**src/rtl/d2d_pkg.sv**
```systemverilog
// ----------------------------------------------------------------------------
// d2d_pkg
// Shared types, constants and helpers for the disparity to depth pipeline.
// ----------------------------------------------------------------------------
`timescale 1ns / 1ps
`default_nettype none

package d2d_pkg;

  // configuration register indexes
  localparam logic [1:0] REG_FOCAL_RATIO = 2'd0;
  localparam logic [1:0] REG_REF_DIST    = 2'd1;
  localparam logic [1:0] REG_IMG_WIDTH   = 2'd2;
  localparam logic [1:0] REG_IMG_HEIGHT  = 2'd3;

  // configuration reset values
  localparam logic [23:0] FOCAL_RATIO_RST = 24'd10837333;
  localparam logic [15:0] REF_DIST_RST    = 16'd600;
  localparam logic [12:0] IMG_WIDTH_RST   = 13'd640;
  localparam logic [12:0] IMG_HEIGHT_RST  = 13'd480;

  // raw sample offset (64 pixels in sixteenths)
  localparam logic signed [12:0] SAMPLE_OFFSET = 13'sd1024;

  // depth quotient carries five fraction bits
  localparam int QUO_FRAC = 5;
  localparam int QUO_W    = 22;

  // projection: coordinate = 6 * mag * fine / 2540, rounded
  localparam logic [11:0] PROJ_DIV   = 12'd2540;
  localparam logic [12:0] PROJ_DIV2  = 13'd5080;
  localparam logic [34:0] PROJ_BIAS  = 35'd1270;
  localparam int          PROJ_QUO_W = 24;
  // floor(2^35 / 2540), applied to the upper 24 numerator bits
  localparam logic [23:0] PROJ_RECIP = 24'd13527456;

  localparam logic [15:0] DEPTH_MM_MAX   = 16'hFFFF;
  localparam logic [19:0] DEPTH_FINE_MAX = 20'hFFFFF;
  localparam logic [23:0] POINT_NEG_MAG  = 24'd4194304;
  localparam logic [23:0] POINT_POS_MAX  = 24'd4194303;

  // side data carried through the depth divider
  typedef struct packed {
    logic        zero;
    logic        bad;
    logic        ovf;
    logic [11:0] col;
    logic [11:0] row;
    logic [11:0] cx;
    logic [11:0] cy;
  } dsd_t;

  // side data carried through the projection stages
  typedef struct packed {
    logic [15:0] mm;
    logic [19:0] fine;
    logic        bad;
    logic        neg_x;
  } psd_t;

  // signed saturation of a projected magnitude
  function automatic logic [22:0] pt_sat(input logic neg, input logic [23:0] q);
    logic [23:0] m;
    begin
      if (neg) begin
        m = (q > POINT_NEG_MAG) ? POINT_NEG_MAG : q;
        pt_sat = 23'(24'd0 - m);
      end else begin
        m = (q > POINT_POS_MAX) ? POINT_POS_MAX : q;
        pt_sat = m[22:0];
      end
    end
  endfunction

endpackage

`default_nettype wire

```
**src/rtl/d2d_front.sv**
```systemverilog
// ----------------------------------------------------------------------------
// d2d_front
// Numerator and denominator of the triangulation, sign and range checks.
// ----------------------------------------------------------------------------
`timescale 1ns / 1ps
`default_nettype none

module d2d_front
  import d2d_pkg::*;
#(
  parameter int MAX_DIM = 4096
) (
  input  wire logic        clk,
  input  wire logic        rst_n,
  input  wire logic        en,
  input  wire logic        in_valid,
  input  wire logic [11:0] sample,
  input  wire logic [11:0] column,
  input  wire logic [11:0] row,
  input  wire logic [23:0] focal_ratio,
  input  wire logic [15:0] ref_dist,
  input  wire logic [12:0] img_width,
  input  wire logic [12:0] img_height,
  output logic             out_valid,
  output logic [44:0]      out_num,
  output logic [31:0]      out_den,
  output dsd_t             out_side
);

  logic signed [12:0] s_c;
  logic signed [29:0] sd_c;
  logic [31:0]        wcl_c;
  logic [31:0]        hcl_c;
  dsd_t               side1_c;
  dsd_t               side3_c;

  // stage 1 registers
  logic               v1_r;
  logic [39:0]        num1_r;
  logic signed [29:0] sd1_r;
  logic [23:0]        f1_r;
  dsd_t               side1_r;
  // stage 2 registers
  logic               v2_r;
  logic [39:0]        num2_r;
  logic signed [34:0] den2_r;
  dsd_t               side2_r;
  // stage 3 registers
  logic               v3_r;
  logic [44:0]        num3_r;
  logic [31:0]        den3_r;
  dsd_t               side3_r;

  logic bad_c;
  logic ovf_c;

  // offset disparity times reference distance
  assign s_c  = $signed({1'b0, sample}) - SAMPLE_OFFSET;
  assign sd_c = 30'(s_c) * 30'($signed({1'b0, ref_dist}));

  // frame centres from clamped sizes
  assign wcl_c = (32'(img_width) > 32'(MAX_DIM)) ? 32'(MAX_DIM) : 32'(img_width);
  assign hcl_c = (32'(img_height) > 32'(MAX_DIM)) ? 32'(MAX_DIM) : 32'(img_height);

  // denominator sign and quotient range
  assign bad_c = !side2_r.zero && (den2_r[34] || (den2_r == '0));
  assign ovf_c = 49'(num2_r) >= {den2_r[31:0], 17'd0};

  // side data entering and leaving the checks
  always_comb begin
    side1_c      = '0;
    side1_c.zero = (sample == '0);
    side1_c.col  = column;
    side1_c.row  = row;
    side1_c.cx   = wcl_c[12:1];
    side1_c.cy   = hcl_c[12:1];
    side3_c      = side2_r;
    side3_c.bad  = bad_c;
    side3_c.ovf  = ovf_c;
  end

  always_ff @(posedge clk) begin
    if (!rst_n) begin
      v1_r <= 1'b0;
      v2_r <= 1'b0;
      v3_r <= 1'b0;
    end else if (en) begin
      v1_r <= in_valid;
      v2_r <= v1_r;
      v3_r <= v2_r;
    end
  end

  always_ff @(posedge clk) begin
    if (en) begin
      // stage 1: products
      num1_r  <= 40'(focal_ratio) * 40'(ref_dist);
      sd1_r   <= sd_c;
      f1_r    <= focal_ratio;
      side1_r <= side1_c;
      // stage 2: denominator
      num2_r  <= num1_r;
      den2_r  <= $signed(35'(f1_r)) + (35'(sd1_r) <<< 4);
      side2_r <= side1_r;
      // stage 3: checks and divider operands
      num3_r  <= {num2_r, 5'd0};
      den3_r  <= bad_c ? 32'd1 : den2_r[31:0];
      side3_r <= side3_c;
    end
  end

  assign out_valid = v3_r;
  assign out_num   = num3_r;
  assign out_den   = den3_r;
  assign out_side  = side3_r;

endmodule

`default_nettype wire

```
**config.mk**
```make
export PLATFORM = sky130hd
export DESIGN_NAME = d2d_front
export DESIGN_NICKNAME = d
export VERILOG_FILES = /design/src/rtl/d2d_pkg.sv /design/src/rtl/d2d_front.sv
export SDC_FILE = /design/constraint.sdc
export NUM_CORES = 2
export LEC_CHECK = 0
export BUFFER_PORTS_ARGS = -buffer_cell sky130_fd_sc_hd__buf_2
export CELL_PAD_IN_SITES_DETAIL_PLACEMENT = 1
export CELL_PAD_IN_SITES_GLOBAL_PLACEMENT = 1
export CORE_MARGIN = 2
export CORE_UTILIZATION = 35
export CTS_CLUSTER_SIZE = 28
export DETAILED_ROUTE_END_ITERATION = 10
export PLACE_DENSITY = 0.75
export SKIP_LAST_GASP = 1
export SLEW_MARGIN = 10
export SYNTH_ARGS = -nofsm -noshare
export SYNTH_HDL_FRONTEND = slang
export SYNTH_SLANG_ARGS = --single-unit
```
**constraint.sdc**
```tcl
create_clock -name clk -period 6.5 [get_ports clk]
set_input_delay 0.65 -clock clk [delete_from_list [all_inputs] [get_ports clk]]
set_output_delay 0.65 -clock clk [all_outputs]
set_load 0.02 [all_outputs]
```
==> metrics.txt <==
Slew @ Worst Pin 1.10 ns; Final ANT Viol Nets 0; Cell Chain, Critical Path buf_2 > buf_4 > nand2_1 > fa_1 > inv_1 > fa_1 > fa_1 > fa_1 > fa_1 > inv_1 > fa_1 > inv_1 > ha_1 > and4_1 > nand3_1 > a32oi_1 > a211o_2 > nand2_1 > a221oi_2 > buf_4 > a31oi_1 > xnor2_1 > buf_4; gr ovfl total 0; largest delay contributor family on the critical path adder cells; H-tree Lvls 2; sequential fraction of the synthesis area 0.351; worst hold path type input pin to register; Worst Path Buf+Inv 7; Layout Nets 4196; total track usage 0.183; Synth Flop Type edfxtp_1; Syn Std Cell Area 0.0335 mm²; post-CTS resize count 0; Finished Layout Cells 4676; chip width 314 µm; CTS sink count 393; Post-synth EDFFs 390; critical path's most frequent cell fa_1; DRT Pass-1 Iters 5; clk buf depth 3; Fmax 0.160 GHz; Layout area overhead 15.9%; dpl hpwl 74100 µm; Slew Limit Headroom 0.267; Yosys cell types 65; CTS tree done; IO Count 235; via count 22557; placed cells about 4600; post-route cell area 0.0389 mm²; Period Utilization, post-route 0.959; most common cell after layout, fill and taps aside inv_1; Finish-stage setup viols 0; Core ar. between 0.09 and 0.1 mm²; FF+latch count, synth 393; pre-CTS WS -0.463 ns; largest net degree at the start of global routing between 100 and 150; Worst-Skew Late Latency 0.55 ns; CTS buffer count 36; asr flop ratio synth 0; Pins Over Slew Limit 0; drt drc 0; crit start category input pin; final setup TNS 0 ns; clk_skew 0.0264 ns; cells after synthesis 3008; initial antenna violation count 22; critical path data required time between 6 and 7 ns; RSZ-0062 raised after global routing no; Via density 4.82; commonest non-fill, non-tap cells in the layout inv_1 (586), fa_1 (461), edfxtp_1 (390); WP data arrival 6.54 ns; Starting DRT DRC Count approximately 1300; mean routed wirelength per cell 19.1 µm; Buffers on Ports 227; row cnt 113; Post-CTS Setup Bufs 0; Synth Warn # 0; setup slack after layout 0.264 ns; Final Hold Viols 0; die height roughly 310 µm; Crit. End Element register; die area 0.0983 mm²; first-pass GRT wire length between 100000 and 150000 µm; Slowest-stage cell, CP fa_1; max incr delay on CP 0.56 ns; GP Congestion 0.845; post-route minimum period 6.24 ns; crit path kind input pin to register; DRT Wirelength 89100 µm; Hold Buf Count CTS 0; status completed; Initial Utilization 0.353; crit-path max FO 8; vias in the first global route 25524; placed inst area ~0.038 mm²; share of layout cells above drive strength 1 0.156; max_cap viols 0; Mean Syn Cell Area 11.2 µm²; Clock Root Buffer clkbuf_16; clk slew on worst S/H paths 0.07 ns
## cell families after synthesis
group                      synth area share
muxes                               0.00119
buffers and inverters                0.0809
DFF                                   0.351
and+or+nand+nor                       0.126
other                              0.000112
xor gates and xnor gates             0.0222
adders and majority gates             0.370
AOI/OAI and AO/OA                    0.0489
## cell usage after synthesis, drive strengths merged, types with 21 or more instances
master / instances / area share
a21oi: 72 / 0.011
clkbuf: 124 / 0.014
a21o: 47 / 0.011
edfxtp: 390 / 0.35
ha: 254 / 0.095
inv: 586 / 0.066
fa: 461 / 0.28
o21ai: 36 / 0.0054
nor2b: 56 / 0.010
nor3: 21 / 0.0031
xnor2: 58 / 0.015
xor2: 27 / 0.0070
nand2: 357 / 0.040
nor2: 69 / 0.0077
and2: 233 / 0.043
nand2b: 33 / 0.0062
## worst reg2reg max path: stages (launching register included)
cell      delay (ns)
edfxtp_1        0.42
ha_1            0.31
a21o_1          0.11
a21oi_1         0.13
o21a_1          0.23
nor4_1          0.73
o211ai_1        0.28
a31oi_1         0.53
nand4_1         0.20
xnor2_1         0.16
## per-layer routing
layer / GRT usage / share of wire / vias to the layer above
li1: - / - / 10227
met1: 0.236 / 0.43 / 11684
met2: 0.323 / 0.50 / 492
met3: 0.0269 / 0.050 / 132
met4: 0.0447 / 0.022 / 22
met5: 0 / 0.0014 / -
## metrics by stage
stage | hold slack, ns | util
5_1_grt | 0.259 | 0.409
6_report | 0.279 | 0.409
2_1_floorplan | 0.400 | -
4_1_cts | 0.244 | 0.409
3_3_place_gp | 0.400 | 0.395
3_5_place_dp | 0.405 | 0.395
## sequential cells by signal, summed over array words and instances, names as in the netlist
| name | cells |
|---|---|
| den2_r | 35 |
| side1_r | 49 |
| sd1_r | 30 |
| num1_r | 40 |
| out_valid | 1 |
| num2_r | 40 |
| f1_r | 24 |
| out_den | 32 |
| side2_r | 49 |
| out_num | 40 |
| v1_r | 1 |
| v2_r | 1 |
| out_side | 51 |
## layout make-up
class | instances | area [µm²]
antenna | 9 | 22.5
timing repair buffer | 455 | 2930
inverter | 586 | 2200
sequential | 393 | 11800
clock inverter | 20 | 308
tap | 1265 | 1580
clock buffer | 45 | 976
fill | 10562 | 56100
multi-input combinational | 1903 | 19100
## path summary, 6_finish.rpt
path	cells after the start	from	slack, ns	to
max	23	focal_ratio[9]	0.26	num1_r[33]$_DFFE_PP_
min	1	column[11]	0.28	side1_r[47]$_DFFE_PP_
max reg2reg	9	sd1_r[1]$_DFFE_PP_	3.14	den2_r[29]$_DFFE_PP_
min reg2reg	0	side2_r[36]$_DFFE_PP_	0.41	out_side[36]$_DFFE_PP_
Power is not shown: default switching activity piles up to over one toggle a cycle in this logic, so the estimate is an artifact.
