--- src/rtl/d2d_pkg.sv ---
// ----------------------------------------------------------------------------
// d2d_pkg
// Shared types, constants and helpers for the disparity to depth pipeline.
// ----------------------------------------------------------------------------
`timescale 1ns / 1ps
`default_nettype none

package d2d_pkg;

  // configuration register indexes
  localparam logic [1:0] REG_FOCAL_RATIO = 2'd0;
  localparam logic [1:0] REG_REF_DIST    = 2'd1;
  localparam logic [1:0] REG_IMG_WIDTH   = 2'd2;
  localparam logic [1:0] REG_IMG_HEIGHT  = 2'd3;

  // configuration reset values
  localparam logic [23:0] FOCAL_RATIO_RST = 24'd10837333;
  localparam logic [15:0] REF_DIST_RST    = 16'd600;
  localparam logic [12:0] IMG_WIDTH_RST   = 13'd640;
  localparam logic [12:0] IMG_HEIGHT_RST  = 13'd480;

  // raw sample offset (64 pixels in sixteenths)
  localparam logic signed [12:0] SAMPLE_OFFSET = 13'sd1024;

  // depth quotient carries five fraction bits
  localparam int QUO_FRAC = 5;
  localparam int QUO_W    = 22;

  // projection: coordinate = 6 * mag * fine / 2540, rounded
  localparam logic [11:0] PROJ_DIV   = 12'd2540;
  localparam logic [12:0] PROJ_DIV2  = 13'd5080;
  localparam logic [34:0] PROJ_BIAS  = 35'd1270;
  localparam int          PROJ_QUO_W = 24;
  // floor(2^35 / 2540), applied to the upper 24 numerator bits
  localparam logic [23:0] PROJ_RECIP = 24'd13527456;

  localparam logic [15:0] DEPTH_MM_MAX   = 16'hFFFF;
  localparam logic [19:0] DEPTH_FINE_MAX = 20'hFFFFF;
  localparam logic [23:0] POINT_NEG_MAG  = 24'd4194304;
  localparam logic [23:0] POINT_POS_MAX  = 24'd4194303;

  // side data carried through the depth divider
  typedef struct packed {
    logic        zero;
    logic        bad;
    logic        ovf;
    logic [11:0] col;
    logic [11:0] row;
    logic [11:0] cx;
    logic [11:0] cy;
  } dsd_t;

  // side data carried through the projection stages
  typedef struct packed {
    logic [15:0] mm;
    logic [19:0] fine;
    logic        bad;
    logic        neg_x;
  } psd_t;

  // signed saturation of a projected magnitude
  function automatic logic [22:0] pt_sat(input logic neg, input logic [23:0] q);
    logic [23:0] m;
    begin
      if (neg) begin
        m = (q > POINT_NEG_MAG) ? POINT_NEG_MAG : q;
        pt_sat = 23'(24'd0 - m);
      end else begin
        m = (q > POINT_POS_MAX) ? POINT_POS_MAX : q;
        pt_sat = m[22:0];
      end
    end
  endfunction

endpackage

`default_nettype wire

--- src/rtl/d2d_scale.sv ---
// ----------------------------------------------------------------------------
// d2d_scale
// Rounds and saturates depth, projects it onto the point coordinates.
// ----------------------------------------------------------------------------
`timescale 1ns / 1ps
`default_nettype none

module d2d_scale
  import d2d_pkg::*;
(
  input  wire logic                   clk,
  input  wire logic                   rst_n,
  input  wire logic                   en,
  input  wire logic                   in_valid,
  input  wire logic [QUO_W-1:0]       in_quo,
  input  wire dsd_t                   in_side,
  output logic                        out_valid,
  output logic [PROJ_QUO_W-1:0]       out_qx,
  output logic [PROJ_QUO_W-1:0]       out_qy,
  output psd_t                        out_side,
  output logic                        out_neg_y
);

  logic [22:0] qa_c;
  logic [22:0] qf_c;
  logic [17:0] mmw_c;
  logic [21:0] fw_c;
  logic        kill_c;
  logic [15:0] mm_c;
  logic [19:0] fine_c;
  logic        negx_c;
  logic        negy_c;
  psd_t        side4_c;
  logic [34:0] rxw_c, ryw_c;

  logic        v4_r, v5_r, v6_r, v7_r, v8_r, v9_r;
  psd_t        side4_r, side5_r, side6_r, side7_r, side8_r, side9_r;
  logic [11:0] magx4_r, magy4_r;
  logic        negy4_r, negy5_r, negy6_r, negy7_r, negy8_r, negy9_r;
  logic [31:0] px5_r, py5_r;
  logic [34:0] nx6_r, ny6_r;
  logic [34:0] nx7_r, ny7_r;
  logic [47:0] ex7_r, ey7_r;
  logic [23:0] qx8_r, qy8_r;
  logic [12:0] rx8_r, ry8_r;
  logic [23:0] qx9_r, qy9_r;

  // round the Q.5 quotient to whole and Q.4 millimetres
  assign qa_c   = 23'(in_quo) + 23'd16;
  assign qf_c   = 23'(in_quo) + 23'd1;
  assign mmw_c  = qa_c[22:5];
  assign fw_c   = qf_c[22:1];
  assign kill_c = in_side.zero || in_side.bad;

  always_comb begin
    if (kill_c) begin
      mm_c   = '0;
      fine_c = '0;
    end else begin
      mm_c   = (in_side.ovf || (mmw_c > 18'(DEPTH_MM_MAX))) ? DEPTH_MM_MAX : mmw_c[15:0];
      fine_c = (in_side.ovf || (fw_c > 22'(DEPTH_FINE_MAX))) ? DEPTH_FINE_MAX : fw_c[19:0];
    end
  end

  assign negx_c = in_side.col > in_side.cx;
  assign negy_c = in_side.row > in_side.cy;

  // side data for the projection stages
  always_comb begin
    side4_c.mm    = mm_c;
    side4_c.fine  = fine_c;
    side4_c.bad   = in_side.bad && !in_side.zero;
    side4_c.neg_x = negx_c;
  end

  // remainder left by the reciprocal estimate, below three divisors
  assign rxw_c = nx7_r - 35'(ex7_r[47:24]) * 35'(PROJ_DIV);
  assign ryw_c = ny7_r - 35'(ey7_r[47:24]) * 35'(PROJ_DIV);

  always_ff @(posedge clk) begin
    if (!rst_n) begin
      v4_r <= 1'b0;
      v5_r <= 1'b0;
      v6_r <= 1'b0;
      v7_r <= 1'b0;
      v8_r <= 1'b0;
      v9_r <= 1'b0;
    end else if (en) begin
      v4_r <= in_valid;
      v5_r <= v4_r;
      v6_r <= v5_r;
      v7_r <= v6_r;
      v8_r <= v7_r;
      v9_r <= v8_r;
    end
  end

  always_ff @(posedge clk) begin
    if (en) begin
      // stage 4: depth and offset magnitudes
      side4_r <= side4_c;
      negy4_r <= negy_c;
      magx4_r <= negx_c ? in_side.col - in_side.cx : in_side.cx - in_side.col;
      magy4_r <= negy_c ? in_side.row - in_side.cy : in_side.cy - in_side.row;
      // stage 5: magnitude times depth
      px5_r   <= 32'(magx4_r) * 32'(side4_r.fine);
      py5_r   <= 32'(magy4_r) * 32'(side4_r.fine);
      side5_r <= side4_r;
      negy5_r <= negy4_r;
      // stage 6: times six plus half divisor
      nx6_r   <= (35'(px5_r) << 2) + (35'(px5_r) << 1) + PROJ_BIAS;
      ny6_r   <= (35'(py5_r) << 2) + (35'(py5_r) << 1) + PROJ_BIAS;
      side6_r <= side5_r;
      negy6_r <= negy5_r;
      // stage 7: reciprocal product of the upper numerator bits
      ex7_r   <= 48'(nx6_r[34:11]) * 48'(PROJ_RECIP);
      ey7_r   <= 48'(ny6_r[34:11]) * 48'(PROJ_RECIP);
      nx7_r   <= nx6_r;
      ny7_r   <= ny6_r;
      side7_r <= side6_r;
      negy7_r <= negy6_r;
      // stage 8: quotient estimate and its remainder
      qx8_r   <= ex7_r[47:24];
      qy8_r   <= ey7_r[47:24];
      rx8_r   <= rxw_c[12:0];
      ry8_r   <= ryw_c[12:0];
      side8_r <= side7_r;
      negy8_r <= negy7_r;
      // stage 9: estimate corrected by up to two
      qx9_r   <= qx8_r + 24'(rx8_r >= 13'(PROJ_DIV)) + 24'(rx8_r >= PROJ_DIV2);
      qy9_r   <= qy8_r + 24'(ry8_r >= 13'(PROJ_DIV)) + 24'(ry8_r >= PROJ_DIV2);
      side9_r <= side8_r;
      negy9_r <= negy8_r;
    end
  end

  assign out_valid = v9_r;
  assign out_qx    = qx9_r;
  assign out_qy    = qy9_r;
  assign out_side  = side9_r;
  assign out_neg_y = negy9_r;

endmodule

`default_nettype wire

--- config.mk ---
export PLATFORM = sky130hd
export DESIGN_NAME = d2d_scale
export DESIGN_NICKNAME = d
export VERILOG_FILES = /design/src/rtl/d2d_pkg.sv /design/src/rtl/d2d_scale.sv
export SDC_FILE = /design/constraint.sdc
export NUM_CORES = 2
export LEC_CHECK = 0
export ABC_AREA = 1
export ABC_CLOCK_PERIOD_IN_PS = 6340
export BUFFER_PORTS_ARGS = -buffer_cell sky130_fd_sc_hd__clkbuf_2
export CELL_PAD_IN_SITES_DETAIL_PLACEMENT = 0
export CELL_PAD_IN_SITES_GLOBAL_PLACEMENT = 1
export CORE_ASPECT_RATIO = 1.2
export CORE_MARGIN = 1
export CORE_UTILIZATION = 51
export DETAILED_ROUTE_END_ITERATION = 10
export PLACE_DENSITY_LB_ADDON = 0.3
export SYNTH_ARGS = -nofsm -noshare
export SYNTH_HDL_FRONTEND = slang
export SYNTH_SLANG_ARGS = --single-unit
export TNS_END_PERCENT = 50
--- constraint.sdc ---
create_clock -name clk -period 6.34 [get_ports clk]
set_input_delay 1.268 -clock clk [delete_from_list [all_inputs] [get_ports clk]]
set_output_delay 1.268 -clock clk [all_outputs]
set_load 0.005 [all_outputs]
==> impl_metrics.py <==
metrics = {
    "synthesis": {
        "synth_fa_ha_area_share_pct": 37.9,
        "yosys.area_share.simple_pct": 13.9,
        "yosysSeqAreaShare_pct": 27.3,
        "synth.area.mux_share_pct": 0.0314,
        "synth_edf_count": 576,
        "synth_area_um2": 63700,
        "yosysTopAreaCell": "edfxtp_1",
        "syn_nets": 8516,
        "ys.flop_type": "edfxtp_1",
        "syn-mean-instance-area_um2": 9.16,
        "async_flop_share_pct": 0,
        "synth_top_family_by_area": "adder cells",
        "synthTopCellsByArea": "edfxtp_1 (27%), fa_1 (23%), ha_1 (15%)",
        "synth_top_area_share_pct": 27.1,
        "synth_compound_area_share_pct": 5.81,
        "ys_types": 59,
        "ys_warn_count": 0,
        "synthCells": 6956,
        "synth_xor_area_share_pct": 4.26,
        "ys_ff_latch": 582,
    },
    "route": {
        "vias": 44900,
        "drt-initial-drc-count": 2351,
        "drc": 0,
        "routedWlPerCell_um": 16.8,
        "ant_nets": 0,
        "first_pass_iters": 7,
        "avgViaCountPerCell": 5.09,
        "wirelength_um": 149000,
    },
    "final_layout": {
        "final_common_cell": "inv_1",
        "layout.nets": 8688,
        "layout_common_cells": "inv_1 (1,683), nand2_1 (1,358), fa_1 (742)",
        "num_antenna_cells": 0,
        "stdcell_area_um2": 68800,
        "fill_cells": 11200,
        "syn_to_final_growth_pct": 8.01,
        "drive_above_1_share_pct": 6.24,
    },
    "place": {
        "place_hpwl_um": 125000,
        "portBuffers": 164,
        "gp_congestion": 0.962,
        "placed_cell_area_um2": 66500,
        "pre_cts_ws_ps": 549,
    },
    "clock_network": {
        "clock_latency_ps": 680,
        "cts-root-buf": "clkbuf_16",
        "postCtsSetupBuffers": 0,
        "max-clock-path-buffers": 3,
        "cts_tree": "yes",
        "cts.sinks": 582,
        "hold_buffers": 0,
        "clk_pin_slew_worst_paths_ps": 70,
        "numCtsBuffers": 69,
        "ctsResizeCount": 0,
        "h-tree-depth": 3,
    },
    "die": {
        "die_area_um2": 126000,
        "core_area_um2": 123000,
        "die_w_um": 325,
        "row_count": 141,
        "start_util_pct": 51.6,
        "die_y_um": 389,
        "boundaryPins": 165,
    },
    "grt": {
        "grt.total_usage_pct": 24.1,
        "antenna_found_initial": 2,
        "grt_pass1_wl_um": 242000,
        "grt_max_degree": 137,
        "grt_pass1_vias": 47400,
        "gr-total-overflow": 0,
    },
    "critical_path": {
        "cp_slowest_cell": "edfxtp_1",
        "critPathCapture": "py5_r[24]$_DFFE_PP_",
        "r2r_start": "side4_r[10]$_SDFFCE_PP0P_",
        "critical_path_arrival_ps": 6330,
        "reg2reg_slack_ps": 480,
        "crit_fanout": 15,
        "worstReg2RegEnd": "py5_r[24]$_DFFE_PP_",
        "required_ps": 6810,
        "ff2ff_path_depth": 20,
        "path_cells": "buf_4 > nand2_1 > fa_1 > inv_1 > fa_1 > fa_1 > fa_1 > inv_1 > fa_1 > inv_1 > ha_1 > nand2_1 > inv_2 > nand3_1 > nor2_1 > nand4_1 > nand3_1 > nand2_1 > nand2_1 > xor2_1",
        "critPathLaunch": "side4_r[10]$_SDFFCE_PP0P_",
        "slowest_delay_ps": 850,
        "startpoint_type": "flop",
        "critPathMostFrequentCell": "fa_1",
        "end_kind": "flop",
        "critPathKind": "flop to flop",
    },
    "timing": {
        "finalWorstSetupSlack_ps": 481,
        "finClkSkew_ps": 39.9,
        "max-slew-margin-rel_pct": 26.9,
        "finalHoldViolCount": 0,
        "clock.fmax_mhz": 171,
        "worst_pin_slew_ps": 1100,
        "min_period_ps": 5860,
        "setup_viol": 0,
        "tns_ps": 0,
        "rsz0062_at_grt": "no",
        "fin_crit_sh_pct": 92.4,
        "slew_viol_final": 0,
    },
    "worst_hold_path": {
        "hold_path_class": "flop to flop",
        "holdCritStartpoint": "ny6_r[5]$_DFFE_PP_",
    },
    "job": {
        "maxCapViolCount": 0,
    },
    "status": {
        "status": "completed",
    },
}
==> kinds of logic after synthesis <==
group | after synthesis
multiplexers | 2
AND/OR/NAND/NOR | 2137
buffers and inverters | 1811
AO/OA/AOI/OAI | 631
XOR/XNOR | 310
adder cells (fa/ha/maj) | 1483
flip-flops | 582
==> state kept, by name (all words and copies together) (netlist names), 25 cells and up <==
signal    cells
ey7_r        25
py5_r        32
side7_r      38
ex7_r        25
side6_r      38
px5_r        32
out_side     38
ny6_r        33
side4_r      38
side5_r      38
nx6_r        33
side8_r      38
==> routing by layer <==
layer	up-vias	track usage, %	share of wire [%]	wire length (µm)
met5	-	0	0	0
met2	934	44.1	51	76600
met3	256	2.43	3.6	5350
met4	0	8.88	3.4	5030
li1	22000	-	-	-
met1	21700	29.1	42	61800
==> cell usage after synthesis, drive strengths merged, types with 10 or more instances <==
master	instances
xor2	224
o211ai	10
o21ai	155
nand2	1373
clkbuf	92
edfxtp	576
xnor2	86
nand3	221
a21o	45
nor3	62
inv	1698
ha	741
a21boi	12
buf	19
nand4	44
a31oi	25
o21bai	45
nor2	389
nor4	19
or2	20
a21oi	310
fa	742
==> worst max-delay path, delay by kind of cell (launching register included) <==
kind / cells / cell delay [ps]
and+or+nand+nor: 8 / 1040
buffers and inverters: 5 / 560
adders and majority gates: 6 / 2950
xor gates and xnor gates: 1 / 230
DFF: 1 / 850
==> stage by stage <==
step	util (%)	cells	hold slack [ps]
floorplan	-	6956	400
global placement	53.9	8701	401
detailed placement	53.9	8701	405
CTS	55.7	8826	412
global route	55.7	8826	412
finish	55.7	8826	410
==> cell type report <==
type / count / area, µm² / area share [%]
multi-input cells: 4563 / 39400 / 57.3
flip-flops and latches: 582 / 17400 / 25.3
inverters: 1699 / 6380 / 9.27
well taps: 1644 / 2060 / 2.99
clock buffers: 75 / 1750 / 2.54
repair buffers: 213 / 1250 / 1.81
clock inverters: 50 / 546 / 0.793
==> worst min-delay path by stage <==
stage | cells after the start | end
CTS | 0 | out_side[6]$_DFFE_PP_
global route | 0 | side8_r[33]$_DFFE_PP_
global placement | 0 | out_side[1]$_DFFE_PP_
detailed placement | 0 | ny7_r[5]$_DFFE_PP_
finish | 0 | ny7_r[5]$_DFFE_PP_
floorplan | 0 | negy5_r$_DFFE_PP_
Power is left out: the tool's default activity adds up to more than one toggle a clock period on the data nets, which glitch-free logic cannot reach.
